==> src/rtl/core/transaction_write_set_log_unit_defines.svh <==
// ----------------------------------------------------------------------------
// transaction write-set log: assertion macros
// shared concurrent assertion forms, clocked on clk and held off during reset
// ----------------------------------------------------------------------------
`ifndef TRANSACTION_WRITE_SET_LOG_UNIT_DEFINES_SVH
`define TRANSACTION_WRITE_SET_LOG_UNIT_DEFINES_SVH

// consequent holds in the same cycle as the antecedent
`define TWSL_ASSERT_SAME(label, ante, cons, msg) \
  label: assert property (@(posedge clk) disable iff (!rst_n) (ante) |-> (cons)) \
    else $error(msg);

// consequent holds in the cycle after the antecedent
`define TWSL_ASSERT_NEXT(label, ante, cons, msg) \
  label: assert property (@(posedge clk) disable iff (!rst_n) (ante) |=> (cons)) \
    else $error(msg);

`endif

==> src/rtl/core/twsl_ram.sv <==
// ----------------------------------------------------------------------------
// twsl_ram
// simple dual-port synchronous memory, one write and one registered read port
// ----------------------------------------------------------------------------
module twsl_ram #(
  parameter int WIDTH = 8,
  parameter int DEPTH = 16
) (
  input  logic                     clk,
  input  logic                     wr_en,
  input  logic [$clog2(DEPTH)-1:0] wr_addr,
  input  logic [WIDTH-1:0]         wr_data,
  input  logic                     rd_en,
  input  logic [$clog2(DEPTH)-1:0] rd_addr,
  output logic [WIDTH-1:0]         rd_data
);

  logic [WIDTH-1:0] mem [DEPTH];

  always_ff @(posedge clk) begin
    if (wr_en) begin
      mem[wr_addr] <= wr_data;
    end
  end

  always_ff @(posedge clk) begin
    if (rd_en) begin
      rd_data <= mem[rd_addr];
    end
  end

endmodule

==> config.mk <==
export PLATFORM = sky130hd
export DESIGN_NAME = twsl_ram
export DESIGN_NICKNAME = d
export VERILOG_FILES = /design/src/rtl/core/transaction_write_set_log_unit_defines.svh /design/src/rtl/core/twsl_ram.sv
export SDC_FILE = /design/constraint.sdc
export NUM_CORES = 1
export LEC_CHECK = 0
export ABC_CLOCK_PERIOD_IN_PS = 2100
export BUFFER_PORTS_ARGS = -buffer_cell sky130_fd_sc_hd__buf_2
export CAP_MARGIN = 20
export CORE_ASPECT_RATIO = 1.75
export CORE_MARGIN = 4
export CORE_UTILIZATION = 40
export CTS_CLUSTER_SIZE = 20
export DETAILED_ROUTE_END_ITERATION = 8
export SLEW_MARGIN = 5
export SYNTH_ARGS = -nofsm -noshare
export SYNTH_HDL_FRONTEND = slang
export SYNTH_SLANG_ARGS = --single-unit
==> constraint.sdc <==
create_clock -name clk -period 2.1 [get_ports clk]
set_input_delay 0.315 -clock clk [delete_from_list [all_inputs] [get_ports clk]]
set_output_delay 0.315 -clock clk [all_outputs]
set_load 0.1 [all_outputs]
### Yosys cells after proc, flatten, opt, wreduce, memory -nomap -nowiden

Memories as Yosys holds them, arrays and structs flattened. A register that Yosys moved wholly into a read port is not among the register bits.
Cells that the tools add are included.

| storage, ports and cells | value |
|---|---|
| memories | 1 |
| output and inout bits | 8 |
| register bits after elaboration | 0 |
| bits in writable memories | 128 |

| cells by class | value |
|---|---|
| muxes and demuxes | 2 |

Memory list:

| memory | depth | bits a word | read ports | clocked after Yosys merged registers in | wr ports | line | source |
|---|---|---|---|---|---|---|---|
| mem | 16 | 8 | 1 | 1 | 1 | twsl_ram.sv:18 | `logic [WIDTH-1:0] mem [DEPTH];` |

Operator list:

| cell | count |
|---|---|
| 1-bit 2-to-1 mux | 2 |

### Depth between registers and ports, before layout

| depth | value |
|---|---|
| word-level depth | 2 |
| gate-level depth with buffers | 5 |
| depth with buffers taken out | 3 |

### Worst setup path before layout

No wires, ideal clock.

| path | value |
|---|---|
| path type | input port to flip-flop |
| from | input wr_addr[2] |
| to | memory mem[0][0] (enable) |
| data required time | 1.717 ns |
| data arrival time | 1.425 ns |
| path slack | 0.292 ns |
| stages on the path | 2 |
| library setup time | 0.383 ns |
| path through | or3b_2 -> nor3_1 |

RTL lines:

| element | line | source |
|---|---|---|
| start, declared | twsl_ram.sv:11 | `input logic [$clog2(DEPTH)-1:0] wr_addr,` |
| end, declared | twsl_ram.sv:18 |  |

Straight into the memory's write port.

==> tab_implementation.tex <==
\begin{tabular}{lr}
\hline
Metric & Value \\
\hline
\multicolumn{2}{l}{\textbf{Setup path}} \\
\quad Worst Path Required & 2.25 ns \\
\quad CP startpoint & mem[1][2]\$\_DFFE\_PP\_ \\
\quad Worst flop-to-flop path startpoint & mem[1][2]\$\_DFFE\_PP\_ \\
\quad Startpoint-to-endpoint class of the critical path & reg -> reg \\
\quad Data arrival time of the critical path & 1.66 ns \\
\quad End of the worst register-to-register path & rd\_data[2]\$\_DFFE\_PP\_ \\
\quad Number of cells on the worst reg-to-reg path & 3 \\
\quad Endpoint of the most critical setup path & rd\_data[2]\$\_DFFE\_PP\_ \\
\quad Critical path launch point type & register \\
\quad Critical path capture point type & register \\
\quad Setup slack, reg-to-reg & 0.59 ns \\
\quad Critical Path Fanout Max & 1 \\
\multicolumn{2}{l}{\textbf{Yosys}} \\
\quad Count of yosys warnings during synthesis & 0 \\
\quad Post-Synthesis Cells & 229 \\
\quad Total nets after synthesis & 248 \\
\quad Summed instance area of the synthesized netlist & 0.00523 mm2 \\
\quad Number of synthesized flops with an enable pin & 136 \\
\quad Async SR Flop Fraction & 0\% \\
\quad Dominant cell type by area after synthesis & sky130\_fd\_sc\_hd\_\_edfxtp\_1 \\
\quad Synthesized-area fraction occupied by xor and xnor cells & 0\% \\
\quad Synth top area cells & sky130\_fd\_sc\_hd\_\_edfxtp\_1 78\%, sky130\_fd\_sc\_hd\_\_mux4\_2 7.8\%, sky130\_fd\_sc\_hd\_\_mux4\_1 7.0\% \\
\quad Synth top cells by count & 136 x sky130\_fd\_sc\_hd\_\_edfxtp\_1, 18 x sky130\_fd\_sc\_hd\_\_mux4\_2, 16 x sky130\_fd\_sc\_hd\_\_a22oi\_1 \\
\quad Post-Synth Simple-Gate Area & 3.14\% \\
\quad Largest family of logic cells by synthesized area & multiplexers \\
\quad Most common cell in the synthesized netlist & sky130\_fd\_sc\_hd\_\_edfxtp\_1 \\
\quad Post-synthesis sequential area ratio & 78.1\% \\
\quad Synthesized-area fraction occupied by adder cells & 0\% \\
\quad Synthesized-area fraction occupied by ao, oa, aoi and oai cells & 2.30\% \\
\quad Mean post-synth cell area & 22.8 um2 \\
\quad Top-area cell type share of the netlist area & 78.1\% \\
\quad Proportion of synthesized area in mux cells & 14.8\% \\
\quad Post-synthesis sequential element count & 136 \\
\quad Yosys cell types & 18 \\
\quad Most common flop cell mapped by yosys & sky130\_fd\_sc\_hd\_\_edfxtp\_1 \\
\multicolumn{2}{l}{\textbf{Place}} \\
\quad Final estimated routing congestion in global placement & 0.720 \\
\quad Input/output buffers & 26 \\
\quad Post-placement setup slack & 0.221 ns \\
\quad Half-perimeter wire length after detailed placement & 6.78 mm \\
\quad Instance count after placement with tap cells included & 438 \\
\multicolumn{2}{l}{\textbf{Layout}} \\
\quad Fraction of layout instances using a drive strength above 1 & 31.1\% \\
\quad Final Instance Count excl. Fillers & 470 \\
\quad Layout area overhead & 19.3\% \\
\quad Antenna cells & 0 \\
\quad Post-route core utilization & 48.5\% \\
\quad Final net count & 305 \\
\multicolumn{2}{l}{\textbf{Global route}} \\
\quad Antenna violations before repair & 0 \\
\quad Global-route wire length before repair & 15.4 mm \\
\quad Total Routing Usage GR & 14.5\% \\
\quad Overflow left after global routing & 0 \\
\quad Largest net degree at the start of global routing & 33 \\
\quad Number of global-route vias before repair & 2611 \\
\multicolumn{2}{l}{\textbf{STA}} \\
\quad F\_max & 0.662 GHz \\
\quad Hold violation total from the final report & 0 \\
\quad Tmin final & 1.51 ns \\
\quad Setup violations, final & 0 \\
\quad Worst Clk Skew & 0.00441 ns \\
\quad Least-Margin Pin Slew & 0.511 ns \\
\quad Worst path setup slack after routing & 0.590 ns \\
\quad Max-slew violation count & 0 \\
\quad Post-route setup TNS & 0 ns \\
\quad Headroom to the max-slew limit & 66.2\% \\
\quad Period Utilization, post-route & 71.9\% \\
\quad Unrepaired setup endpoints after global routing & no \\
\multicolumn{2}{l}{\textbf{Die}} \\
\quad Die Area & 0.0150 mm2 \\
\quad Height of the chip & 159 um \\
\quad Rows & 55 \\
\quad Number of top-level pins & 27 \\
\quad Die boundary width & 94.4 um \\
\quad Core region area & 0.0129 mm2 \\
\quad Initial core utilization & 40.6\% \\
\multicolumn{2}{l}{\textbf{Clock tree}} \\
\quad Count of hold-fix buffers inserted at cts & 0 \\
\quad Num CTS Buffers & 17 \\
\quad Post-CTS Repair Setup Buffers & 0 \\
\quad Clock root buffer & sky130\_fd\_sc\_hd\_\_clkbuf\_16 \\
\quad Maximum level of the CTS H-tree & 4 \\
\quad Clk buf depth & 2 \\
\quad Clock tree from TritonCTS & yes \\
\quad Skew-Pair Late Insertion Delay & 0.41 ns \\
\quad Clock slew at the register clock pins of the worst setup and hold paths & 0.05 ns \\
\quad Resize count post-CTS & 0 \\
\quad Number of clock sinks & 136 \\
\multicolumn{2}{l}{\textbf{Detailed routing}} \\
\quad Met2 Routed Length & 5.77 mm \\
\quad Count of TritonRoute iterations in the first routing pass & 4 \\
\quad DRC violation count after routing & 0 \\
\quad Antenna-violating nets left & 0 \\
\quad Met1 routed wirelength after detailed routing & 3.60 mm \\
\quad Count of vias placed by the detailed router & 2449 \\
\quad Vias per cell & 5.21 \\
\quad Met3 WL post-DR & 399 um \\
\quad Highest metal used & met4 \\
\quad Wire per inst & 21.1 um \\
\quad Final wirelength & 9.91 mm \\
\quad Number of design-rule violations left by the first detailed-router iteration & 206 \\
\multicolumn{2}{l}{\textbf{Power and ir drop}} \\
\quad Leakage power & 2.10 nW \\
\quad Power per Cell Area & 992 mW/mm2 \\
\quad Peak VDD IR & 0.561 mV \\
\quad Total power after layout & 6.19 mW \\
\multicolumn{2}{l}{\textbf{Hold path}} \\
\quad HP Class & in -> reg \\
\multicolumn{2}{l}{\textbf{Status}} \\
\quad Status & finished clean \\
\multicolumn{2}{l}{\textbf{Run}} \\
\quad Number of max-cap violations & 0 \\
\hline
\end{tabular}
critical path, cell delays in order (launching register included):
cell	delay, ns
sky130_fd_sc_hd__edfxtp_1	0.36
sky130_fd_sc_hd__mux4_1	0.52
sky130_fd_sc_hd__a22oi_1	0.28
sky130_fd_sc_hd__nand2_1	0.10
how the worst min path moves through the flow:
stage / start / endpoint / cells after the start
after floorplan: wr_data[0] / mem[0][0]$_DFFE_PP_ / 0
after global placement: rd_en / rd_data[4]$_DFFE_PP_ / 1
after detailed placement: rd_en / rd_data[4]$_DFFE_PP_ / 1
after CTS: rd_en / rd_data[2]$_DFFE_PP_ / 1
after global routing: rd_en / rd_data[4]$_DFFE_PP_ / 1
final: rd_en / rd_data[2]$_DFFE_PP_ / 1
where the power goes:
group / internal, mW / switching (mW) / total [mW]
sequential: 3.06 / 0.0135 / 3.07
clock: 1.73 / 1.01 / 2.74
combinational: 0.125 / 0.251 / 0.376
final cells by class:
class / instances / area, um2
fill: 1069 / 6630
clock buffer: 22 / 444
timing repair buffer: 48 / 333
sequential: 136 / 4080
clock inverter: 10 / 104
multi-input combinational: 83 / 1060
tap: 171 / 214
layout by cell type (no fill, tap or decap), drive strengths merged, types with 2 or more instances in the layout:
cell,n
buf,48
nand2,9
clkbuf,22
mux4,32
nand2b,2
bufinv,2
nor3,4
clkinvlp,2
a22oi,16
edfxtp,136
clkinv,6
nand3b,2
nor2,13
cell families after synthesis:
group | Yosys count
AO/OA/AOI/OAI | 16
multiplexers | 32
flip-flops | 136
buffers and inverters | 10
AND/OR/NAND/NOR | 35
stage by stage:
step	hold WS [ns]	instance area (um2)
6_report	0.277	6240
3_5_place_dp	0.691	5690
2_1_floorplan	0.414	5230
4_1_cts	0.268	6240
5_1_grt	0.261	6240
3_3_place_gp	0.700	5690
layer usage:
| metal | up-vias | GRT usage, % |
|---|---|---|
| li1 | 1092 | - |
| met1 | 1283 | 16.5 |
| met2 | 63 | 25.6 |
| met3 | 11 | 4.07 |
| met4 | 0 | 5.13 |
| met5 | - | 0 |
state kept, by name, summed over array words and instances (netlist names):
signal,count
rd_data,8
mem,128
Power figures use the tool's default switching activity.
