File: config.mk
export PLATFORM = sky130hd
export DESIGN_NAME = twsl_ctrl
export DESIGN_NICKNAME = d
export VERILOG_FILES = /design/src/rtl/core/twsl_pkg.sv /design/src/rtl/core/twsl_ctrl.sv
export VERILOG_INCLUDE_DIRS = /design/src /design/src/rtl/core
export SDC_FILE = /design/constraint.sdc
export NUM_CORES = 1
export LEC_CHECK = 0
export BUFFER_PORTS_ARGS = -buffer_cell sky130_fd_sc_hd__clkbuf_2
export CORE_AREA = 2 2 167 169
export DETAILED_ROUTE_END_ITERATION = 8
export DIE_AREA = 0 0 169 171
export HOLD_SLACK_MARGIN = 0.05
export PLACE_DENSITY = 0.5
export SYNTH_ARGS = -nofsm -noshare
export SYNTH_HDL_FRONTEND = slang
export SYNTH_SLANG_ARGS = --single-unit
export TNS_END_PERCENT = 20
File: constraint.sdc
create_clock -name clk -period 4.75 [get_ports clk]
set_input_delay 0.95 -clock clk [delete_from_list [all_inputs] [get_ports clk]]
set_output_delay 0.95 -clock clk [all_outputs]
set_load 0.01 [all_outputs]
File: src/rtl/core/transaction_write_set_log_unit_defines.svh
// ----------------------------------------------------------------------------
// transaction write-set log: assertion macros
// shared concurrent assertion forms, clocked on clk and held off during reset
// ----------------------------------------------------------------------------
`ifndef TRANSACTION_WRITE_SET_LOG_UNIT_DEFINES_SVH
`define TRANSACTION_WRITE_SET_LOG_UNIT_DEFINES_SVH

// consequent holds in the same cycle as the antecedent
`define TWSL_ASSERT_SAME(label, ante, cons, msg) \
  label: assert property (@(posedge clk) disable iff (!rst_n) (ante) |-> (cons)) \
    else $error(msg);

// consequent holds in the cycle after the antecedent
`define TWSL_ASSERT_NEXT(label, ante, cons, msg) \
  label: assert property (@(posedge clk) disable iff (!rst_n) (ante) |=> (cons)) \
    else $error(msg);

`endif

File: src/rtl/core/twsl_pkg.sv
// ----------------------------------------------------------------------------
// twsl_pkg
// shared sizes, codes and types of the transaction write-set log
// ----------------------------------------------------------------------------
package twsl_pkg;

  localparam int LOG_DEPTH     = 4096;
  localparam int ADDR_W        = $clog2(LOG_DEPTH);
  localparam int CNT_W         = $clog2(LOG_DEPTH + 1);
  localparam int ENTRY_COUNT_W = 13;

  // opcodes
  localparam logic [1:0] OP_APPEND = 2'd0;
  localparam logic [1:0] OP_LOOKUP = 2'd1;
  localparam logic [1:0] OP_CLEAR  = 2'd2;

  // record kinds
  localparam logic [1:0] KIND_DELETE = 2'd2;

  // result status codes
  localparam logic [2:0] ST_OK       = 3'd0;
  localparam logic [2:0] ST_FULL     = 3'd1;
  localparam logic [2:0] ST_FOUND    = 3'd2;
  localparam logic [2:0] ST_DELETED  = 3'd3;
  localparam logic [2:0] ST_NOTFOUND = 3'd4;

  // one stored record
  typedef struct packed {
    logic [1:0]  kind;
    logic [31:0] row_slot;
    logic [7:0]  node_num;
    logic [7:0]  table_num;
    logic [31:0] tuple_num;
    logic [31:0] value;
  } entry_t;

  localparam int ENTRY_W = $bits(entry_t);

  // one result
  typedef struct packed {
    logic [2:0]       status;
    logic [31:0]      found_value;
    logic [CNT_W-1:0] count;
  } res_t;

  typedef enum logic [1:0] {
    S_IDLE,
    S_SCAN,
    S_DONE
  } state_t;

endpackage

File: src/rtl/core/twsl_ctrl.sv
// ----------------------------------------------------------------------------
// twsl_ctrl
// transaction sequencer: append, clear and newest-first lookup scan
// ----------------------------------------------------------------------------
`include "transaction_write_set_log_unit_defines.svh"

module twsl_ctrl (
  input  logic                        clk,
  input  logic                        rst_n,
  input  logic                        in_valid,
  output logic                        in_ready,
  input  logic [1:0]                  in_op,
  input  twsl_pkg::entry_t            in_item,
  output logic                        res_valid,
  input  logic                        res_take,
  output twsl_pkg::res_t              res,
  output logic                        wr_en,
  output logic [twsl_pkg::ADDR_W-1:0] wr_addr,
  output twsl_pkg::entry_t            wr_data,
  output logic                        rd_en,
  output logic [twsl_pkg::ADDR_W-1:0] rd_addr,
  input  twsl_pkg::entry_t            rd_data
);

  import twsl_pkg::*;

  state_t            state_r, state_nxt;
  logic [CNT_W-1:0]  count_r, count_nxt;
  logic [ADDR_W-1:0] idx_r, idx_nxt;
  logic [7:0]        key_table_r, key_table_nxt;
  logic [31:0]       key_tuple_r, key_tuple_nxt;
  logic              issue_r, issue_nxt;
  logic              pend_r, pend_nxt;
  logic              pend_last_r, pend_last_nxt;
  res_t              res_r, res_nxt;

  logic fire;
  logic full;
  logic hit;

  assign in_ready  = (state_r == S_IDLE) || ((state_r == S_DONE) && res_take);
  assign fire      = in_valid && in_ready;
  assign full      = (count_r == CNT_W'(LOG_DEPTH));
  assign hit       = pend_r && (rd_data.table_num == key_table_r)
                     && (rd_data.tuple_num == key_tuple_r);
  assign res_valid = (state_r == S_DONE);
  assign res       = res_r;

  always_ff @(posedge clk) begin
    if (!rst_n) begin
      state_r <= S_IDLE;
      count_r <= '0;
      issue_r <= 1'b0;
      pend_r  <= 1'b0;
    end else begin
      state_r <= state_nxt;
      count_r <= count_nxt;
      issue_r <= issue_nxt;
      pend_r  <= pend_nxt;
    end
  end

  always_ff @(posedge clk) begin
    idx_r       <= idx_nxt;
    key_table_r <= key_table_nxt;
    key_tuple_r <= key_tuple_nxt;
    pend_last_r <= pend_last_nxt;
    res_r       <= res_nxt;
  end

  always_comb begin
    state_nxt     = state_r;
    count_nxt     = count_r;
    idx_nxt       = idx_r;
    key_table_nxt = key_table_r;
    key_tuple_nxt = key_tuple_r;
    issue_nxt     = issue_r;
    pend_nxt      = 1'b0;
    pend_last_nxt = pend_last_r;
    res_nxt       = res_r;
    wr_en         = 1'b0;
    wr_addr       = count_r[ADDR_W-1:0];
    wr_data       = in_item;
    rd_en         = 1'b0;
    rd_addr       = idx_r;

    case (state_r)
      S_IDLE: begin
      end
      S_SCAN: begin
        // issue the next older entry while checking the one read last cycle
        if (issue_r) begin
          rd_en         = 1'b1;
          pend_nxt      = 1'b1;
          pend_last_nxt = (idx_r == '0);
          idx_nxt       = idx_r - 1'b1;
          if (idx_r == '0) begin
            issue_nxt = 1'b0;
          end
        end
        if (hit) begin
          res_nxt.count = count_r;
          if (rd_data.kind == KIND_DELETE) begin
            res_nxt.status      = ST_DELETED;
            res_nxt.found_value = '0;
          end else begin
            res_nxt.status      = ST_FOUND;
            res_nxt.found_value = rd_data.value;
          end
          state_nxt = S_DONE;
        end else if (pend_r && pend_last_r) begin
          res_nxt.status      = ST_NOTFOUND;
          res_nxt.found_value = '0;
          res_nxt.count       = count_r;
          state_nxt           = S_DONE;
        end
      end
      S_DONE: begin
        if (res_take) begin
          state_nxt = S_IDLE;
        end
      end
      default: begin
        state_nxt = S_IDLE;
      end
    endcase

    if (fire) begin
      res_nxt.status      = ST_OK;
      res_nxt.found_value = '0;
      state_nxt           = S_DONE;
      case (in_op)
        OP_APPEND: begin
          if (full) begin
            res_nxt.status = ST_FULL;
          end else begin
            wr_en     = 1'b1;
            count_nxt = count_r + 1'b1;
          end
        end
        OP_LOOKUP: begin
          key_table_nxt = in_item.table_num;
          key_tuple_nxt = in_item.tuple_num;
          if (count_r == '0) begin
            res_nxt.status = ST_NOTFOUND;
          end else begin
            idx_nxt   = ADDR_W'(count_r - 1'b1);
            issue_nxt = 1'b1;
            pend_nxt  = 1'b0;
            state_nxt = S_SCAN;
          end
        end
        OP_CLEAR: begin
          count_nxt = '0;
        end
        default: begin
        end
      endcase
      res_nxt.count = count_nxt;
    end
  end

  `TWSL_ASSERT_SAME(a_count_bound, 1'b1, count_r <= CNT_W'(LOG_DEPTH), "record count beyond depth")
  `TWSL_ASSERT_SAME(a_no_write_in_scan, state_r == S_SCAN, !wr_en, "write during lookup scan")
  `TWSL_ASSERT_NEXT(a_append_grows, fire && (in_op == OP_APPEND) && !full, count_r == $past(count_r) + 1'b1, "append did not grow log")
  `TWSL_ASSERT_NEXT(a_empty_lookup, fire && (in_op == OP_LOOKUP) && (count_r == '0), (state_r == S_DONE) && (res_r.status == ST_NOTFOUND), "empty lookup not answered")

endmodule

# Word-level counts from Yosys, hierarchy flattened
# Index checks and enable logic that the tools add are counted.
[word_totals]
output_inout_bits = 190
word_cells = 79
input_bits = 234
reg_bits = 118
[classes]
reduce_logical = 18
n_addsub = 3
n_mux = 36
eq_ne = 11
[ops]
columns = ["op", "count"]
rows = [
  ["$mux 48", 4],
  ["$mux 12", 5],
  ["$mux 33", 1],
  ["$eq 32x32->1", 1],
  ["$pmux 13 s2", 1],
  ["$sub 12x1->12 const B", 2],
  ["$mux 1", 15],
  ["$add 13x1->13 const B", 1],
  ["$eq 13x13->1 const B", 1],
  ["$logic_not 13->1", 1],
  ["$mux 13", 1],
  ["$logic_not 12->1", 1],
  ["$mux 2", 6],
  ["$eq 8x8->1", 1],
  ["$reduce_and 2->1", 4],
  ["$eq 2x2->1 const B", 3],
  ["$pmux 2 s3", 1],
  ["$pmux 3 s2", 1],
  ["$logic_and 1x1->1", 5],
  ["$eq 2x1->1 const B", 2],
  ["$logic_not 2->1", 2],
  ["$ne 4x4->1 const B", 1],
  ["$reduce_bool 2->1", 2],
  ["$mux 3", 1],
  ["other kinds (5)", 5],
]

# Depth between registers and ports, before layout
# Gate-level depths: netlist (run 1).
[depth]
depth_word = 7
mapped_depth = 8
ltp_nobuf = 7

# Worst setup path before layout (run 1)
# No wires, ideal clock.
[synth_timing]
path_type = "input to register"
start = "in res_take"
end = "reg idx_r[10] (netlist: rd_addr[10])"
setup_slack_ps = 493
arrival_time_ps = 4135
path_buffers = 2
setup_time_ps = 121
stages = 8
required_ps = 4629
cell_sequence = "nor2b_1 -> or3b_2 -> clkbuf_1 -> nor3b_2 -> nand2_1 -> buf_2 -> nor2_1 -> a21oi_1"
[synth_via]
elab_chain_cells = 4
[synth_lines]
columns = ["item", "line", "source"]
rows = [
  ["from (decl)", "twsl_ctrl.sv:15", "input logic res_take,"],
  ["$logic_and 1x1->1", "twsl_ctrl.sv:41", "assign in_ready = (state_r == S_IDLE) || ((state_r == S_DONE) && res_take);"],
  ["$logic_or 1x1->1", "twsl_ctrl.sv:41", ""],
  ["$logic_and 1x1->1", "twsl_ctrl.sv:42", "assign fire = in_valid && in_ready;"],
  ["$mux 12", "twsl_ctrl.sv:128", "if (fire) begin"],
  ["via idx_nxt[10]", "twsl_ctrl.sv:29", "logic [ADDR_W-1:0] idx_r, idx_nxt;"],
  ["to (signal assigned)", "twsl_ctrl.sv:64", "idx_r <= idx_nxt;"],
  ["to (decl)", "twsl_ctrl.sv:29", ""],
]
# The timed path passes the listed nets, and every way through them passes these cells.
# A chain may end at the register's enable or synchronous reset.

# Worst setup path in the final report (run 1)
[layout_timing]
start = "in res_take"
end = "out wr_en"
[layout_via]
elab_chain_cells = 4
[layout_lines]
columns = ["item", "line", "source"]
rows = [
  ["$logic_and 1x1->1", "twsl_ctrl.sv:41", ""],
  ["$logic_or 1x1->1", "twsl_ctrl.sv:41", ""],
  ["$logic_and 1x1->1", "twsl_ctrl.sv:42", ""],
  ["$mux 1", "twsl_ctrl.sv:128", ""],
  ["to (decl)", "twsl_ctrl.sv:17", "output logic wr_en,"],
]
# No other way between the ends.

==> impl_metrics.toml, run 1 <==
[status]
run_status = "finished clean"

[final_layout]
antenna_cells = 0
syn2layout_area_growth_pct = 18.3
fin_nets = 1036
utilization_pct = 27.9
drive_gt1_share_pct = 35.4

[cts]
htreeDepth = 4
clock-sinks = 118
cts_buffers = 17
clk_path_buf_depth = 2
path_clk_slew_ns = 0.06
cts_resized = 0
cts_tree = "done"
cts_root_buf = "clkbuf_16"
post_cts_buffers = 0
ctsHoldBuffers = 0
insertion_delay_ns = 0.41

[synthesis]
synth.most_common_cell = "buf_4"
ys_top_cells_by_area = "edfxtp_1 (27%), dfxtp_1 (19%), buf_4 (15%)"
synth.distinct_cells = 49
synth_common_cells = "buf_4 (126), nand3_1 (107), nand2_1 (70)"
synth_area_leader_cell = "edfxtp_1"
synthCells = 692
synthesis.nets = 930
mappedNetlistArea_um2 = 6440
synth_top_flop_cell = "dfxtp_1"
synth_top_area_share_pct = 26.6
avgSynthCellArea_um2 = 9.31
yosys_warnings = 0
synth-edff-count = 57
ys_seq_area_share_pct = 45.5
synth_seq_cells = 118
synthArstFlopShare_pct = 0

[sta]
worstMarginPinSlew_ns = 0.755
final_max_slew_viol_count = 0
timing.final.crit_share_pct = 74.2
timing.hold.ws_ns = 0.472
maxSlewHeadroom_pct = 49.6
finClkSkew_ns = 0.0120
hold_viol = 0
max_freq_mhz = 284
finalSetupViolCount = 0
fin_setup_tns_ns = 0
rsz0062_at_grt = "false"
period_minus_slack_ns = 3.53

[worst_setup_path]
required_ns = 3.80
path_buf_inv = 2
crit_slowest_cell = "or3b_2"
arrival_ns = 2.58
path_class = "input pin to output port"
cp_cell_sequence = "clkbuf_2, nor2b_1, or3b_2, nor3_1, and2_1, clkbuf_2"
path_common_cell = "clkbuf_2"
critPathMaxFanout = 10
cp_top_family = "simple AND/OR/NAND/NOR gates"
start_kind = "input pin"
end_kind = "output port"
max_stage_delay_ns = 0.59

[die]
start_util_pct = 23.6
die_area_um2 = 28900
fp.dieW_um = 169
rows = 61
dieHeight_um = 171
core-area_um2 = 27300
io_pins = 424

[power_and_ir_drop]
powerDensity_nw_per_um2 = 354
leakagePower_nw = 3.29
max-vdd-ir-drop_uv = 180

[grt]
gr-total-overflow = 0
grt_pass1_wl_um = 26800
grt_max_degree = 43
grt_pass1_vias = 4767
grt_antenna_before_repair = 0
grt_use_total_pct = 12.2

[detailed_routing]
met3_length_um = 1080
drc = 0
drt_iter0_drc = 263
wl_um = 18000
met1_length_um = 7810
drt_first_pass_iters = 4
vias_per_cell = 4.40
antenna_left = 0
drt-wirelength-per-cell_um = 15.5
vias = 5087
top_layer_used = "met4"
met2_length_um = 8660

[placed_design]
routabilityCongestion = 0.775
port_buffers = 235
hpwlAfterDp_um = 13000

[flow_run]
cap_violations = 0

[min_path]
hp-class = "flip-flop to flip-flop"
-- power by group --
part | total (W) | switching [W] | internal (W)
logic | 0.000263 | 0.000148 | 0.000115
clock network | 0.00130 | 0.000554 | 0.000744
registers | 0.00114 | 0.0000331 | 0.00110
-- state kept, by name, indices dropped and copies added (netlist names) --
name / flops
pend_last_r: 1
count_r: 13
pend_r: 1
res: 48
key_table_r: 8
issue_r: 1
rd_addr: 12
key_tuple_r: 32
state_r: 2
-- kinds of logic (layout without fill, tap and decap cells) --
family | after synthesis | in the layout | synth area share (%)
buffers and inverters | 174 | 293 | 18.1
AO/OA/AOI/OAI | 70 | 70 | 6.80
AND/OR/NAND/NOR | 273 | 273 | 21.6
XOR/XNOR | 53 | 53 | 7.21
flip-flops | 118 | 118 | 45.5
adder cells (fa/ha/maj) | 4 | 4 | 0.777
-- metrics by stage --
stage	total power, W	setup slack [ns]	area (um2)	cells
CTS	0.00276	1.23	7620	1157
global route	0.00283	1.11	7620	1157
detailed placement	0.00143	1.19	7040	1125
global placement	0.00143	1.18	7040	1125
finish	0.00270	1.22	7620	1157
floorplan	0.00137	0.493	6440	692
-- routing by layer --
layer  GRT usage [%]  vias up
met5               0        -
met4            5.17        0
met3            3.75       37
met2            20.0      166
met1            14.8     2397
li1                -     2487
-- placed cells by master, fill, tap and decap left out, drive strengths merged, types with 12 or more instances in the layout --
cell type / netlist / routed
a21boi: 14 / 14
a21oi: 14 / 14
clkbuf: 21 / 252
dfxtp: 61 / 61
edfxtp: 57 / 57
inv: 16 / 27
nand2: 70 / 70
nand3: 107 / 107
nor2: 19 / 19
nor4: 12 / 12
o21ai: 24 / 24
xnor2: 21 / 21
xor2: 32 / 32
-- worst register-to-register path: cells and delay by family (launching register included) --
family                    cells  cell delay (ns)
buffers and inverters         2             0.55
AOI/OAI and AO/OA             1             0.26
and+or+nand+nor               3             1.20
xor gates and xnor gates      1             0.19
DFF                           1             0.38
-- area by class of cell --
cell class	count	area, um2
sequential	118	2930
multi-input combinational	400	2360
clock inverter	15	155
clock buffer	17	425
inverter	16	60.1
timing repair buffer	245	1250
tap	346	433
fill	2952	19700
-- final timing paths --
| path | from | to | slack, ns | depth (start not counted) |
|---|---|---|---|---|
| setup / recovery | res_take | wr_en | 1.22 | 6 |
| hold / removal | res[29] | res[29] | 0.47 | 2 |
| hold reg to reg | res[29] | res[29] | 0.47 | 2 |
| setup reg to reg | key_tuple_r[15] | res[7] | 1.87 | 7 |
Power figures use the tool's default switching activity.
==> run 2: changes to the inputs <==
Settings changed: ABC_AREA set to 1, CORE_AREA 2 2 167 169 to 2 2 175 177, DIE_AREA 0 0 169 171 to 0 0 177 179, PLACE_DENSITY 0.5 to 0.49.
Clock period 4.75 ns to 3.58 ns, I/O delays scaled along.
==> run 2 against run 1 <==
Against the previous run:
- via count up 20%
- first-iteration DRC count is 51% higher
- sequential share of layout area shrank 3.2 points
- flip-flop and latch count is the same
- wire length up 33%
- worst hold slack worse by 0.0082 ns
- area after synthesis is 9.4% higher
- utilization shrank 0.25 points
==> impl_metrics.toml, run 2 <==
[status]
run_status = "finished clean"

[power_and_ir_drop]
finalPower_w = 0.00382
swShare_pct = 27.4
p_sw_w = 0.00105
powerDensity_nw_per_um2 = 461
pwr-share-clk_pct = 46.7
intPower_w = 0.00277
comb_power_share_pct = 12.5
leakagePower_nw = 4.12
seqPwrFrac_pct = 40.8
max-vdd-ir-drop_uv = 286

[detailed_routing]
vias_per_cell = 4.21
drc = 0
antenna_left = 0
drt-wirelength-per-cell_um = 16.4
wl_um = 23800
drt_first_pass_iters = 6
drt_iter0_drc = 398
vias = 6097

[worst_setup_path]
max_stage_delay_ns = 0.36
timing.rr.end = "res[4]"
end_kind = "output port"
path_class = "flip-flop to output port"
rr_worst_depth = 7
required_ns = 2.86
r2r_setup_slack_ns = 1.22
cp_cell_sequence = "inv_2, ha_1, nand3_1, nor2_1, nand2_1, o21ai_1, nor2_1, clkbuf_2"
r2r_start = "state_r[0]"
critPathMaxFanout = 7
cp_top_family = "simple AND/OR/NAND/NOR gates"
crit_slowest_cell = "dfxtp_1"
path_common_cell = "nor2_1"
arrival_ns = 2.20
path_buf_inv = 2
start_kind = "flip-flop"

[grt]
grt_pass1_wl_um = 33800
grt_max_degree = 42
grt_antenna_before_repair = 0
grt_use_total_pct = 14.5
gr-total-overflow = 0
grt_pass1_vias = 5578

[synthesis]
ys_seq_area_share_pct = 41.6
synthCells = 929
synth_common_cells = "nand2_1 (220), buf_4 (131), inv_1 (118)"
avgSynthCellArea_um2 = 7.59
synth_seq_cells = 118
synth_top_flop_cell = "dfxtp_1"
synth.most_common_cell = "nand2_1"
ys_top_cells_by_area = "edfxtp_1 (24%), dfxtp_1 (17%), buf_4 (14%)"
synthesis.nets = 1167
mappedNetlistArea_um2 = 7050
synth_top_area_share_pct = 24.3
synth_area_leader_cell = "edfxtp_1"
synthArstFlopShare_pct = 0
synth-edff-count = 57
synth.distinct_cells = 38
yosys_warnings = 0

[cts]
htreeDepth = 4
cts_resized = 0
clock-sinks = 118
cts_root_buf = "clkbuf_16"
cts_tree = "done"
post_cts_buffers = 0
path_clk_slew_ns = 0.06
clk_path_buf_depth = 2
ctsHoldBuffers = 0
cts_buffers = 17
insertion_delay_ns = 0.42

[sta]
final_max_slew_viol_count = 0
maxSlewHeadroom_pct = 17.1
timing.final.crit_share_pct = 81.5
rsz0062_at_grt = "false"
worstMarginPinSlew_ns = 1.24
finalSetupViolCount = 0
finClkSkew_ns = 0.0106
period_minus_slack_ns = 2.92
max_freq_mhz = 343
hold_viol = 0
fin_setup_tns_ns = 0

[min_path]
hp-class = "flip-flop to flip-flop"
hold_depth = 2
whs_endpoint = "res[34]"
worstHoldStart = "res[34]"

[final_layout]
layout_commonest_cell = "clkbuf_2"
syn2layout_area_growth_pct = 17.7
drive_gt1_share_pct = 28.6
mostFrequentLayoutCells = "clkbuf_2 (235), nand2_1 (220), inv_1 (118), nor2_1 (75), nand3_1 (62)"
antenna_cells = 0
nFillCells = 3323
largest_reg_flops = 48
fin_nets = 1276

[flow_run]
cap_violations = 0

[die]
dieHeight_um = 179
io_pins = 424
start_util_pct = 23.5
rows = 64
die_area_um2 = 31700
fp.dieW_um = 177
core-area_um2 = 30000

[placed_design]
port_buffers = 235
hpwlAfterDp_um = 18500
routabilityCongestion = 0.861
-- run 2: tightest hold or removal path, cell delays in order, from the launching register on --
cell     delay [ns]
dfxtp_1        0.31
nand3_1        0.07
nand2_1        0.04
-- run 2: logic make-up after synthesis --
logic type	share of synthesized area, %
flops	41.6
xor+xnor	2.61
simple gates	27.4
buf+inv	22.2
compound gates	5.29
fa+ha+maj	0.710
mux	0.142
-- run 2: per-stage QoR --
step | instances | instance area, um2 | util, % | setup WS [ns] | hold slack [ns]
after floorplan | 929 | 7050 | - | 0.237 | 0.474
after global placement | 1415 | 7700 | 25.6 | 0.893 | 0.454
after detailed placement | 1415 | 7700 | 25.6 | 0.909 | 0.460
after CTS | 1447 | 8300 | 27.6 | 0.629 | 0.458
after global routing | 1447 | 8300 | 27.6 | 0.442 | 0.463
final | 1447 | 8300 | 27.6 | 0.661 | 0.464
-- run 2: layout make-up --
class,instances,area (um2),share of cell area [%]
clock buffers,17,425,5.13
flip-flops and latches,118,2930,35.3
clock inverters,15,174,2.10
multi-input cells,527,2560,30.8
well taps,396,495,5.97
inverters,135,507,6.11
repair buffers,239,1210,14.5
-- run 2: how the worst max path moves through the flow --
stage          slack [ns]              to   startpoint  cells after the start
2_1_floorplan        0.24  key_table_r[0]     res_take                      5
3_3_place_gp         0.89         res[47]  rd_data[66]                      9
4_1_cts              0.63           wr_en   count_r[0]                      8
3_5_place_dp         0.91         res[47]  rd_data[66]                      9
6_report             0.66           wr_en   count_r[0]                      8
5_1_grt              0.44           wr_en   count_r[0]                      8
-- run 2: power groups by stage --
stage / clock network [W] / logic [W] / registers, W
detailed placement: 0 / 0.000480 / 0.00159
finish: 0.00179 / 0.000477 / 0.00156
global placement: 0 / 0.000477 / 0.00159
floorplan: 0 / 0.000349 / 0.00159
global route: 0.00190 / 0.000534 / 0.00157
CTS: 0.00184 / 0.000484 / 0.00156
-- run 2: routing by layer --
| metal | GRT usage [%] | routed length [um] |
|---|---|---|
| met5 | 0 | 0 |
| met3 | 4.11 | 1600 |
| met1 | 16.5 | 9590 |
| met2 | 25.3 | 11900 |
| met4 | 5.96 | 707 |
